==> src/rtl/dcdc_pkg.sv <==
package dcdc_pkg;

    localparam int SAMPLE_WIDTH     = 16;
    localparam int SAMPLE_FRAC_BITS = 6;

    localparam int MODE_W    = 2;
    localparam int VOLT_W    = 15;
    localparam int RLOAD_W   = 16;
    localparam int GAIN_W    = 24;
    localparam int DUTY_W    = 17;
    localparam int CFG_IDX_W = 3;
    localparam int CFG_DATA_W = GAIN_W;

    localparam logic [MODE_W-1:0] MODE_BOOST = 2'd0;
    localparam logic [MODE_W-1:0] MODE_BUCK  = 2'd1;
    localparam logic [MODE_W-1:0] MODE_BB    = 2'd2;
    localparam logic [MODE_W-1:0] MODE_HALF  = 2'd3;

    localparam logic [CFG_IDX_W-1:0] CFG_MODE  = 3'd0;
    localparam logic [CFG_IDX_W-1:0] CFG_VIN   = 3'd1;
    localparam logic [CFG_IDX_W-1:0] CFG_VREF  = 3'd2;
    localparam logic [CFG_IDX_W-1:0] CFG_RLOAD = 3'd3;
    localparam logic [CFG_IDX_W-1:0] CFG_KP    = 3'd4;
    localparam logic [CFG_IDX_W-1:0] CFG_KD    = 3'd5;

    localparam logic [VOLT_W-1:0]  RST_VIN   = 15'd768;
    localparam logic [VOLT_W-1:0]  RST_VREF  = 15'd1536;
    localparam logic [RLOAD_W-1:0] RST_RLOAD = 16'd640;

    localparam logic [DUTY_W-1:0] DUTY_ONE  = {1'b1, {(DUTY_W-1){1'b0}}};
    localparam logic [DUTY_W-1:0] DUTY_HALF = DUTY_ONE >> 1;

    localparam int FF_SHIFT = 16 + SAMPLE_FRAC_BITS;

    // Iterative divider for the register-derived terms.
    localparam int CALC_NUM_W = VOLT_W + FF_SHIFT;
    localparam int CALC_DEN_W = VOLT_W + RLOAD_W;
    localparam int CALC_CNT_W = $clog2(CALC_NUM_W);
    localparam int SQ_W       = 2 * VOLT_W;
    localparam int TGT_W      = CALC_NUM_W;
    localparam int FEED_W     = CALC_NUM_W;

    // Sample datapath.
    localparam int D1_W   = SAMPLE_WIDTH + 2;
    localparam int E_W    = TGT_W + 1;
    localparam int SPLIT  = 19;
    localparam int EHI_W  = E_W - SPLIT;
    localparam int ELO_W  = SPLIT + 1;
    localparam int P1_W   = D1_W + GAIN_W;
    localparam int PLO_W  = ELO_W + GAIN_W;
    localparam int PHI_W  = EHI_W + GAIN_W;
    localparam int PE_W   = 62;
    localparam int BP_W   = P1_W + 1;
    localparam int NUM_W  = PE_W + 1;
    localparam int MAG_W  = NUM_W - 1;
    localparam int FSH_W  = NUM_W - 1 - SAMPLE_FRAC_BITS;

    // Pipelined quotient divider.
    localparam int DM_W   = SAMPLE_WIDTH;
    localparam int QBITS  = 18;
    localparam int QPS    = 3;
    localparam int QSTG   = QBITS / QPS;
    localparam logic [QBITS-1:0] QUOT_LIMIT = {1'b1, {(QBITS-1){1'b0}}};

    localparam int PRE_STG = 5;
    localparam int LATENCY = PRE_STG + 1 + QSTG + 1;

    typedef struct packed {
        logic [MODE_W-1:0]        mode;
        logic [VOLT_W-1:0]        vin;
        logic [VOLT_W-1:0]        vref;
        logic [RLOAD_W-1:0]       rload;
        logic signed [GAIN_W-1:0] kp;
        logic signed [GAIN_W-1:0] kd;
    } t_cfg;

    typedef struct packed {
        logic [TGT_W-1:0]  target;
        logic [FEED_W-1:0] feed;
    } t_prm;

    typedef struct packed {
        logic              neg;
        logic [DUTY_W-1:0] fduty;
    } t_dside;

endpackage

==> src/rtl/dcdc_qdiv.sv <==
module dcdc_qdiv import dcdc_pkg::*; (
    input  logic             i_clk,
    input  logic             i_rst_n,
    input  logic             i_valid,
    input  logic [MAG_W-1:0] i_mag,
    input  logic [DM_W-1:0]  i_dm,
    input  t_dside           i_side,
    output logic             o_valid,
    output logic [QBITS-1:0] o_uq,
    output t_dside           o_side
);

    logic             r_val  [0:QSTG];
    logic             r_sat  [0:QSTG];
    t_dside           r_side [0:QSTG];
    logic [QBITS-1:0] r_sh   [0:QSTG];
    logic [DM_W-1:0]  r_rem  [0:QSTG];
    logic [DM_W-1:0]  r_dm   [0:QSTG];

    logic             n_sat0;
    logic [QBITS-1:0] n_sh  [0:QSTG-1];
    logic [DM_W-1:0]  n_rem [0:QSTG-1];

    always_comb begin
        logic [DM_W:0]    trial;
        logic [DM_W-1:0]  rem;
        logic [QBITS-1:0] sh;
        trial  = '0;
        rem    = '0;
        sh     = '0;
        n_sat0 = (|i_mag[MAG_W-1:QBITS+DM_W])
              || (i_mag[QBITS+DM_W-1:0] >= {i_dm, {QBITS{1'b0}}});
        for (int k = 0; k < QSTG; k++) begin
            rem = r_rem[k];
            sh  = r_sh[k];
            for (int j = 0; j < QPS; j++) begin
                trial = {rem, sh[QBITS-1]};
                if (trial >= {1'b0, r_dm[k]}) begin
                    rem = DM_W'(trial - {1'b0, r_dm[k]});
                    sh  = {sh[QBITS-2:0], 1'b1};
                end else begin
                    rem = trial[DM_W-1:0];
                    sh  = {sh[QBITS-2:0], 1'b0};
                end
            end
            n_rem[k] = rem;
            n_sh[k]  = sh;
        end
    end

    always_ff @(posedge i_clk) begin
        if (!i_rst_n) begin
            for (int k = 0; k <= QSTG; k++) begin
                r_val[k] <= 1'b0;
            end
        end else begin
            r_val[0] <= i_valid;
            for (int k = 0; k < QSTG; k++) begin
                r_val[k+1] <= r_val[k];
            end
        end
    end

    always_ff @(posedge i_clk) begin
        r_sat[0]  <= n_sat0;
        r_side[0] <= i_side;
        r_dm[0]   <= i_dm;
        r_rem[0]  <= i_mag[QBITS+DM_W-1:QBITS];
        r_sh[0]   <= i_mag[QBITS-1:0];
        for (int k = 0; k < QSTG; k++) begin
            r_sat[k+1]  <= r_sat[k];
            r_side[k+1] <= r_side[k];
            r_dm[k+1]   <= r_dm[k];
            r_rem[k+1]  <= n_rem[k];
            r_sh[k+1]   <= n_sh[k];
        end
    end

    assign o_valid = r_val[QSTG];
    assign o_side  = r_side[QSTG];
    assign o_uq    = (r_sat[QSTG] || (r_sh[QSTG] > QUOT_LIMIT)) ? QUOT_LIMIT : r_sh[QSTG];

endmodule

==> config.mk <==
export PLATFORM = sky130hd
export DESIGN_NAME = dcdc_qdiv
export DESIGN_NICKNAME = d
export VERILOG_FILES = /design/src/rtl/dcdc_pkg.sv /design/src/rtl/dcdc_qdiv.sv
export SDC_FILE = /design/constraint.sdc
export NUM_CORES = 1
export LEC_CHECK = 0
export BUFFER_PORTS_ARGS = -buffer_cell sky130_fd_sc_hd__buf_2
export CAP_MARGIN = 20
export CORE_ASPECT_RATIO = 0.5
export CORE_UTILIZATION = 42
export CTS_CLUSTER_SIZE = 25
export DETAILED_ROUTE_END_ITERATION = 8
export GPL_TIMING_DRIVEN = 0
export HOLD_SLACK_MARGIN = 0.1
export PLACE_DENSITY = 0.68
export RECOVER_POWER = 50
export SYNTH_ARGS = -nofsm -noshare
export SYNTH_HDL_FRONTEND = slang
export SYNTH_SLANG_ARGS = --single-unit
==> constraint.sdc <==
create_clock -name i_clk -period 10.73 [get_ports i_clk]
set_clock_uncertainty 0.2 [all_clocks]
set_input_delay 1.6095 -clock i_clk [delete_from_list [all_inputs] [get_ports i_clk]]
set_output_delay 1.6095 -clock i_clk [all_outputs]
set_load 0.02 [all_outputs]
==> flow_metrics.tcl <==
set metrics [dict create \
    outcome "finished, final reports clean" \
    synth_cells 2753 \
    cp_max_fo 10 \
    drc_errors 0 \
    hold_viol 0 \
    hold_path.class "reg -> reg" \
    fp.dieW_um 352 \
    place.gp.congestion 0.927 \
    crit_slowest_cell "nor3b_2" \
    cp_data_arrival_time_ps 10130 \
    cp.required_ps 10970 \
    final_common_cell "dfxtp_1" \
    yosys_warnings 0 \
    maxSlewViolCount 0 \
    fin_setup_tns_ps 0 \
    grt_pass1_wl_um 96400 \
    synth_flop_cell "dfxtp_1" \
    drtPass1Iterations 7 \
    r2r_slack_ps 830 \
    synth_seq_area_share 0.356 \
    via_per_inst 5.30 \
    first_global_vias 19100 \
    grt_overflow 0 \
    antenna_found_initial 0 \
    wl_per_cell_um 16.0 \
    finalCritPeriodShare 0.923 \
    finalSetupViolCount 0 \
    hold_buffers 0 \
    relSlewSlack 0.299 \
    cts_max_path_buffers 3 \
    cts_root_buf "clkbuf_16" \
    start_util 0.430 \
    synth_nets 3173 \
    synth_edf_count 0 \
    critPathKind "reg -> reg" \
    htreeDepth 2 \
    cts_sinks 458 \
    min_period_ps 9900 \
    max_stage_delay_ps 550 \
    multi_input_comb_area_sq_um 15500 \
    place_hpwl_um 49800 \
    synth.ff_latch_count 458 \
    synth.distinct_cells 83 \
    core_sq_um 59900 \
    drt_wl_total_um 60500 \
    netlist_area_sq_um 25700 \
    startpoint_type "flip-flop" \
    synth-async-reset-ratio 0 \
    drive_above_1_share 0.108 \
    synth_top_area_share 0.356 \
    path_clk_slew_ps 60 \
    ff_latch_area_sq_um 9170 \
    nNetsFinal 3354 \
    area_growth_pct 12.9 \
    fp.dieH_um 177 \
    crit_path_end_kind "flip-flop" \
    cts_tree "built" \
    grt_usage 0.189 \
    hold_ws_ps 121 \
    final_cell_mix "458 x dfxtp_1, 304 x ha_1, 225 x inv_1, 183 x a21oi_1, 157 x nand2_1" \
    pin_count 136 \
    io_buffers 135 \
    drtIter0Drc 1051 \
    worstMarginPinSlew_ps 1050 \
    yosys.area.top_type "dfxtp_1" \
    rsz0062_at_grt "false" \
    ant_nets 0 \
    syn_avg_cell_area_sq_um 9.35 \
    die_area_sq_um 62400 \
    grt_max_degree 19 \
    max-cap-violations 0 \
    clock.fmax_mhz 101 \
    vias 20000 \
    yosys-top-cells-area "dfxtp_1 36%, ha_1 15%, xnor2_1 4.4%, a21oi_1 3.6%, inv_1 3.3%" \
    diodes 0 \
    clkLatencyLatePin_ps 590 \
    n_fill_cell 5600 \
    fp-row-count 63 \
    cts_buffers 43 \
]
[synth_stat cells, types with 34 or more instances]
| master | number |
|---|---|
| nand2_1 | 157 |
| o21a_1 | 55 |
| mux2i_1 | 55 |
| a21oi_1 | 184 |
| xnor2_1 | 130 |
| ha_1 | 304 |
| xor2_1 | 68 |
| o21ai_1 | 46 |
| nand3_1 | 43 |
| mux2_1 | 47 |
| inv_1 | 225 |
| a21o_1 | 83 |
| nor3_1 | 36 |
| o21ai_0 | 103 |
| nor2_1 | 144 |
| nand4_1 | 42 |
| dfxtp_1 | 458 |
| mux2_2 | 59 |
| nand2b_1 | 35 |
| and2_1 | 34 |
| nor2b_1 | 42 |
[registers in the layout, summed over array words and instances, names as in the netlist]
| name | count |
|---|---|
| r_dm | 96 |
| r_rem | 96 |
| r_val | 7 |
| r_sat | 7 |
| r_side | 126 |
| r_sh | 126 |
[final cells by class]
cell class              count  area share
clock inverters            30      0.0166
well taps                 812      0.0349
inverters                 232      0.0300
clock buffers              49      0.0388
flip-flops and latches    458       0.315
repair buffers            137      0.0237
plain buffers              39     0.00581
multi-input cells        2023       0.535
[path summary, 6_finish.rpt]
path | from | endpoint | depth (start not counted)
worst max-delay path | r_dm[0][1] | r_rem[1][8] | 35
worst min register to register | r_side[2][3] | r_side[3][3] | 0
worst min-delay path | r_side[2][3] | r_side[3][3] | 0
worst max register to register | r_dm[0][1] | r_rem[1][8] | 35
[cell families (layout without fill, tap and decap cells)]
kind of cell               count (synthesis)  count (layout)  synth area share
AOI/OAI and AO/OA                        718             718             0.184
xor gates and xnor gates                 198             198            0.0673
adders and majority gates                321             321             0.161
buffers and inverters                    272             487            0.0404
DFF                                      458             458             0.356
muxes                                    169             169            0.0724
and+or+nand+nor                          617             617             0.119
[what timing repair did]
action,CTS,global route
resized for setup,0,8
endpoints found under the setup margin,0,34
setup buffers,0,0
[per-layer routing]
layer,vias up,track usage,wire (um)
li1,10300,-,-
met1,9305,0.246,28600
met2,350,0.325,28100
met3,110,0.0241,1950
met4,0,0.0659,1880
met5,-,0,0
[through the flow]
step,worst slack [ps],instances,instance area (sq um),util
3_3_place_gp,352,3700,27400,0.458
2_1_floorplan,2680,2753,25700,-
4_1_cts,176,3780,29100,0.485
3_5_place_dp,220,3701,27400,0.458
6_report,831,3780,29100,0.485
5_1_grt,23.6,3780,29100,0.485
[critical path: cells and delay by family (launching register included)]
kind	cells	cell delay, ps
adder cells (fa/ha/maj)	3	1010
multiplexers	1	390
AND/OR/NAND/NOR	6	1590
buffers and inverters	7	2000
AO/OA/AOI/OAI	18	4160
flip-flops	1	400
Power is not shown: default switching activity piles up to over one toggle a cycle in this logic, so the estimate is an artifact.
