File: src/rtl/dcdc_pkg.sv
package dcdc_pkg;

    localparam int SAMPLE_WIDTH     = 16;
    localparam int SAMPLE_FRAC_BITS = 6;

    localparam int MODE_W    = 2;
    localparam int VOLT_W    = 15;
    localparam int RLOAD_W   = 16;
    localparam int GAIN_W    = 24;
    localparam int DUTY_W    = 17;
    localparam int CFG_IDX_W = 3;
    localparam int CFG_DATA_W = GAIN_W;

    localparam logic [MODE_W-1:0] MODE_BOOST = 2'd0;
    localparam logic [MODE_W-1:0] MODE_BUCK  = 2'd1;
    localparam logic [MODE_W-1:0] MODE_BB    = 2'd2;
    localparam logic [MODE_W-1:0] MODE_HALF  = 2'd3;

    localparam logic [CFG_IDX_W-1:0] CFG_MODE  = 3'd0;
    localparam logic [CFG_IDX_W-1:0] CFG_VIN   = 3'd1;
    localparam logic [CFG_IDX_W-1:0] CFG_VREF  = 3'd2;
    localparam logic [CFG_IDX_W-1:0] CFG_RLOAD = 3'd3;
    localparam logic [CFG_IDX_W-1:0] CFG_KP    = 3'd4;
    localparam logic [CFG_IDX_W-1:0] CFG_KD    = 3'd5;

    localparam logic [VOLT_W-1:0]  RST_VIN   = 15'd768;
    localparam logic [VOLT_W-1:0]  RST_VREF  = 15'd1536;
    localparam logic [RLOAD_W-1:0] RST_RLOAD = 16'd640;

    localparam logic [DUTY_W-1:0] DUTY_ONE  = {1'b1, {(DUTY_W-1){1'b0}}};
    localparam logic [DUTY_W-1:0] DUTY_HALF = DUTY_ONE >> 1;

    localparam int FF_SHIFT = 16 + SAMPLE_FRAC_BITS;

    // Iterative divider for the register-derived terms.
    localparam int CALC_NUM_W = VOLT_W + FF_SHIFT;
    localparam int CALC_DEN_W = VOLT_W + RLOAD_W;
    localparam int CALC_CNT_W = $clog2(CALC_NUM_W);
    localparam int SQ_W       = 2 * VOLT_W;
    localparam int TGT_W      = CALC_NUM_W;
    localparam int FEED_W     = CALC_NUM_W;

    // Sample datapath.
    localparam int D1_W   = SAMPLE_WIDTH + 2;
    localparam int E_W    = TGT_W + 1;
    localparam int SPLIT  = 19;
    localparam int EHI_W  = E_W - SPLIT;
    localparam int ELO_W  = SPLIT + 1;
    localparam int P1_W   = D1_W + GAIN_W;
    localparam int PLO_W  = ELO_W + GAIN_W;
    localparam int PHI_W  = EHI_W + GAIN_W;
    localparam int PE_W   = 62;
    localparam int BP_W   = P1_W + 1;
    localparam int NUM_W  = PE_W + 1;
    localparam int MAG_W  = NUM_W - 1;
    localparam int FSH_W  = NUM_W - 1 - SAMPLE_FRAC_BITS;

    // Pipelined quotient divider.
    localparam int DM_W   = SAMPLE_WIDTH;
    localparam int QBITS  = 18;
    localparam int QPS    = 3;
    localparam int QSTG   = QBITS / QPS;
    localparam logic [QBITS-1:0] QUOT_LIMIT = {1'b1, {(QBITS-1){1'b0}}};

    localparam int PRE_STG = 5;
    localparam int LATENCY = PRE_STG + 1 + QSTG + 1;

    typedef struct packed {
        logic [MODE_W-1:0]        mode;
        logic [VOLT_W-1:0]        vin;
        logic [VOLT_W-1:0]        vref;
        logic [RLOAD_W-1:0]       rload;
        logic signed [GAIN_W-1:0] kp;
        logic signed [GAIN_W-1:0] kd;
    } t_cfg;

    typedef struct packed {
        logic [TGT_W-1:0]  target;
        logic [FEED_W-1:0] feed;
    } t_prm;

    typedef struct packed {
        logic              neg;
        logic [DUTY_W-1:0] fduty;
    } t_dside;

endpackage

File: src/rtl/dcdc_prm_calc.sv
module dcdc_prm_calc import dcdc_pkg::*; (
    input  logic i_clk,
    input  logic i_rst_n,
    input  logic i_kick,
    input  t_cfg i_cfg,
    output logic o_busy,
    output t_prm o_prm
);

    localparam logic [1:0] ST_IDLE = 2'd0;
    localparam logic [1:0] ST_LOAD = 2'd1;
    localparam logic [1:0] ST_RUN  = 2'd2;

    logic [1:0]            r_state, n_state;
    logic                  r_step, n_step;
    logic [CALC_CNT_W-1:0] r_cnt, n_cnt;
    logic [CALC_NUM_W-1:0] r_num, n_num;
    logic [CALC_DEN_W-1:0] r_den, n_den;
    logic [CALC_DEN_W-1:0] r_rem, n_rem;
    t_prm                  r_prm, n_prm;

    logic [VOLT_W-1:0]   w_vin_d;
    logic [RLOAD_W-1:0]  w_r_d;
    logic [VOLT_W:0]     w_bb_sum;
    logic [VOLT_W:0]     w_bb_d;
    logic [SQ_W-1:0]     w_sq;
    logic [CALC_DEN_W-1:0] w_vr;
    logic [CALC_DEN_W:0] w_trial;
    logic [CALC_DEN_W:0] w_diff;
    logic                w_ge;

    always_comb begin
        w_vin_d  = (i_cfg.vin == '0) ? VOLT_W'(1) : i_cfg.vin;
        w_r_d    = (i_cfg.rload == '0) ? RLOAD_W'(1) : i_cfg.rload;
        w_bb_sum = {1'b0, i_cfg.vin} + {1'b0, i_cfg.vref};
        w_bb_d   = (w_bb_sum == '0) ? (VOLT_W+1)'(1) : w_bb_sum;
        w_sq     = i_cfg.vref * i_cfg.vref;
        w_vr     = w_vin_d * w_r_d;
        w_trial  = {r_rem, r_num[CALC_NUM_W-1]};
        w_ge     = (w_trial >= {1'b0, r_den});
        w_diff   = w_trial - {1'b0, r_den};
    end

    always_comb begin
        n_state = r_state;
        n_step  = r_step;
        n_cnt   = r_cnt;
        n_num   = r_num;
        n_den   = r_den;
        n_rem   = r_rem;
        n_prm   = r_prm;
        unique case (r_state)
            ST_IDLE: begin
                n_state = ST_IDLE;
            end
            ST_LOAD: begin
                n_rem   = '0;
                n_cnt   = CALC_CNT_W'(CALC_NUM_W - 1);
                n_state = ST_RUN;
                if (!r_step) begin
                    n_num = CALC_NUM_W'({w_sq, {SAMPLE_FRAC_BITS{1'b0}}});
                    n_den = w_vr;
                end else begin
                    n_num = {i_cfg.vref, {FF_SHIFT{1'b0}}};
                    n_den = (i_cfg.mode == MODE_BUCK) ? CALC_DEN_W'(w_vin_d)
                                                      : CALC_DEN_W'(w_bb_d);
                end
            end
            ST_RUN: begin
                n_rem = w_ge ? w_diff[CALC_DEN_W-1:0] : w_trial[CALC_DEN_W-1:0];
                n_num = {r_num[CALC_NUM_W-2:0], w_ge};
                if (r_cnt == '0) begin
                    if (!r_step) begin
                        n_prm.target = n_num;
                        n_step       = 1'b1;
                        n_state      = ST_LOAD;
                    end else begin
                        n_prm.feed = n_num;
                        n_state    = ST_IDLE;
                    end
                end else begin
                    n_cnt = r_cnt - CALC_CNT_W'(1);
                end
            end
            default: begin
                n_state = ST_IDLE;
            end
        endcase
        if (i_kick) begin
            n_state = ST_LOAD;
            n_step  = 1'b0;
        end
    end

    always_ff @(posedge i_clk) begin
        if (!i_rst_n) begin
            r_state <= ST_LOAD;
            r_step  <= 1'b0;
        end else begin
            r_state <= n_state;
            r_step  <= n_step;
        end
    end

    always_ff @(posedge i_clk) begin
        r_cnt <= n_cnt;
        r_num <= n_num;
        r_den <= n_den;
        r_rem <= n_rem;
        r_prm <= n_prm;
    end

    assign o_busy = (r_state != ST_IDLE);
    assign o_prm  = r_prm;

endmodule

File: config.mk
export PLATFORM = sky130hd
export DESIGN_NAME = dcdc_prm_calc
export DESIGN_NICKNAME = d
export VERILOG_FILES = /design/src/rtl/dcdc_pkg.sv /design/src/rtl/dcdc_prm_calc.sv
export SDC_FILE = /design/constraint.sdc
export NUM_CORES = 1
export LEC_CHECK = 0
export BUFFER_PORTS_ARGS = -buffer_cell sky130_fd_sc_hd__buf_2
export CAP_MARGIN = 30
export CORE_ASPECT_RATIO = 1.75
export CORE_MARGIN = 4
export CORE_UTILIZATION = 35
export DETAILED_ROUTE_END_ITERATION = 10
export GPL_TIMING_DRIVEN = 0
export PLACE_DENSITY = 0.6
export SLEW_MARGIN = 20
export SYNTH_ARGS = -nofsm -noshare
export SYNTH_HDL_FRONTEND = slang
export SYNTH_SLANG_ARGS = --single-unit
File: constraint.sdc
create_clock -name i_clk -period 8 [get_ports i_clk]
set_input_delay 0.4 -clock i_clk [delete_from_list [all_inputs] [get_ports i_clk]]
set_output_delay 0.4 -clock i_clk [all_outputs]
set_load 0.01 [all_outputs]
==> run summary <==
htree depth - 4
final setup fails - 0
pin count of the biggest net entering global routing - 39
period utilisation layout - 92.7%
Sw Ratio - 50.7%
PD cells - 456 mW/mm2
status - finished, final reports clean
Inserted Diodes - 0
mapped cell area - 0.0239 mm2
Skew-Pair Late Insertion Delay - 450 ps
DR WL/cell - 18.6 um
gp weighted congestion - 0.944
Clock Sinks - 182
Logic pwr share - 78.4%
flops & latches, synth - 182
Routed WL - 66.1 mm
Min Hold Slack - 219 ps
post-route minimum period - 7410 ps
Yosys cell types - 79
GR peak layer - met2
CTS root buf - clkbuf_16
CTS tree - built
slew at the pin closest to its max-slew limit - 929 ps
Pwr Total - 12.0 mW
clock transition at the registers of the reported paths - 70 ps
switching power - 6.10 mW
critical path required time - 8200 ps
grt met1 use - 19.4%
clk buf depth - 2
Finished Layout Cells - 3563
Inserted Clock Buffers - 17
skew final - 11.5 ps
Ports - 174
Hold Path Class - in2reg
EDFF count, synth - 179
Leak - 12.6 nW
nets@finish - 3309
Async S/R FF share, synth - 0%
Worst Path Arrival - 7620 ps
die height - 354 um
most common cell after layout, fill and taps aside - inv_1
Remaining DRCs - 0
endpoints failing hold - 0
Final Worst Setup Slack - 587 ps
DIE AREA - 0.0726 mm2
Mean Syn Cell Area - 9.51 um2
grt met2 use - 35.9%
max cap viols - 0
ranking of synthesized cells by area - fa_1 (27%), edfxtp_1 (23%), ha_1 (12%)
Starting Density - 35.4%
leading cell types in the layout, fill and taps excluded - inv_1 (495), fa_1 (320), nand2_1 (249)
DR pass1 iterations - 5
post-route ant nets - 0
Initial DRC Count - 855
VDD IR max - 0.416 mV
unrepaired setup endpoints after global routing - false
share of cells above drive strength 1 - 7.72%
via count - 17900
Setup WS pre-CTS - -200 ps
sequential share of power - 14.6%
CP Launch Type - input pin
Die X - 205 um
Clock Power Share - 7.1%
syn_nets - 3166
Yosys top cell area share - 26.8%
PortBufs - 125
Tot GR Track Use - 18.3%
met3 usage - 1.66%
yosys warns - 0
CTS resizes - 0
FP Rows - 126
vias in the first global route - 19300
global-route wire length before repair - 103 mm
area leader, netlist - fa_1
slew margin rel. - 37.2%
Placed Instances - 3538
hpwl dp - 55.6 mm
Critical Path End Type - flip-flop
antenna violations before repair - 2
sequential element share of the synthesized area - 22.8%
vias per cell - 5.04
Most used DFF post-synth - edfxtp_1
P_int - 5.92 mW
Congestion Overflow GR - 0
Final Max Tran Viols - 0
Fmax - 135 MHz
Setup CP Type - in2reg
core area - 0.0675 mm2
Syn-to-layout area delta - 10.4%
CP max FO - 10
cell count after synthesis - 2511
## cells in the mapped netlist, types with 24 or more instances
library cell and instances:
a21o_1 38, a21oi_1 91, and2_1 161, clkbuf_1 76
edfxtp_1 179, fa_1 320, ha_1 236, inv_1 495
nand2_1 249, nand3_1 43, nor2_1 115, nor2b_1 40
nor3_1 27, o21a_1 24, o21ai_0 70, xnor2_1 49
xor2_1 33
## final cells by class
type | instances | area (um2)
buffer | 80 | 318
clock buffer | 17 | 425
clock inverter | 15 | 176
fill | 6868 | 41100
inverter | 497 | 1870
multi-input combinational | 1745 | 16300
sequential | 182 | 5440
tap | 896 | 1120
timing repair buffer | 131 | 753
## worst max-delay path: stages
cell	delay [ps]
buf_2	330
nor4_1	120
a41oi_1	350
buf_2	300
clkbuf_1	460
nor2b_1	150
fa_1	550
inv_1	50
fa_1	530
inv_1	50
fa_1	480
fa_1	460
fa_1	510
inv_1	50
fa_1	470
inv_1	40
ha_1	350
a21oi_1	230
o211ai_1	170
a311oi_1	300
o31ai_1	210
a211oi_1	450
o21ai_0	130
o21ai_0	100
mux2_2	360
## power groups by stage
stage	clock network, mW	logic [mW]	registers, mW
detailed placement	0	9.42	1.78
global route	0.908	10.7	1.78
finish	0.848	9.42	1.75
CTS	0.863	9.49	1.75
global placement	0	9.36	1.77
floorplan	0	7.15	1.72
## path summary, 6_finish.rpt
path / depth (start not counted) / to / start / slack (ps)
setup / recovery: 25 / r_den[27] / i_cfg[91] / 590
hold / removal: 3 / r_state[0] / i_kick / 220
setup reg to reg: 6 / o_prm[39] / r_step / 4380
hold reg to reg: 0 / o_prm[42] / r_num[4] / 480
## routing by layer
| layer | share of wire, % | vias to the layer above |
|---|---|---|
| met3 | 3.4 | 149 |
| met2 | 55 | 438 |
| met5 | 0 | - |
| li1 | - | 8433 |
| met4 | 4.5 | 0 |
| met1 | 37 | 8928 |
## repair_timing
item / CTS / global route
endpoints found under the setup margin: 0 / 3
buffers inserted: 0 / 0
hold buffers: 0 / 0
endpoints found under the hold margin: 0 / 0
## registers in the layout (all words and copies together), names as in the netlist
register / cells
r_step: 1
r_num: 37
r_rem: 31
r_state: 2
o_prm: 74
r_cnt: 6
r_den: 31
## cell families after synthesis
| kind of cell | share of synthesized area, % |
|---|---|
| DFF | 22.8 |
| AOI/OAI and AO/OA | 9.91 |
| adders and majority gates | 39.2 |
| xor gates and xnor gates | 3.01 |
| and+or+nand+nor | 15.1 |
| buffers and inverters | 9.25 |
| muxes | 0.786 |
## through the flow
| stage | cell area [um2] | utilization [%] | setup TNS [ps] |
|---|---|---|---|
| floorplan | 23900 | - | 0 |
| global placement | 25600 | 38.0 | -2180 |
| detailed placement | 25800 | 38.2 | -488 |
| CTS | 26400 | 39.1 | 0 |
| global route | 26400 | 39.1 | 0 |
| finish | 26400 | 39.1 | 0 |
Power figures use the tool's default switching activity.
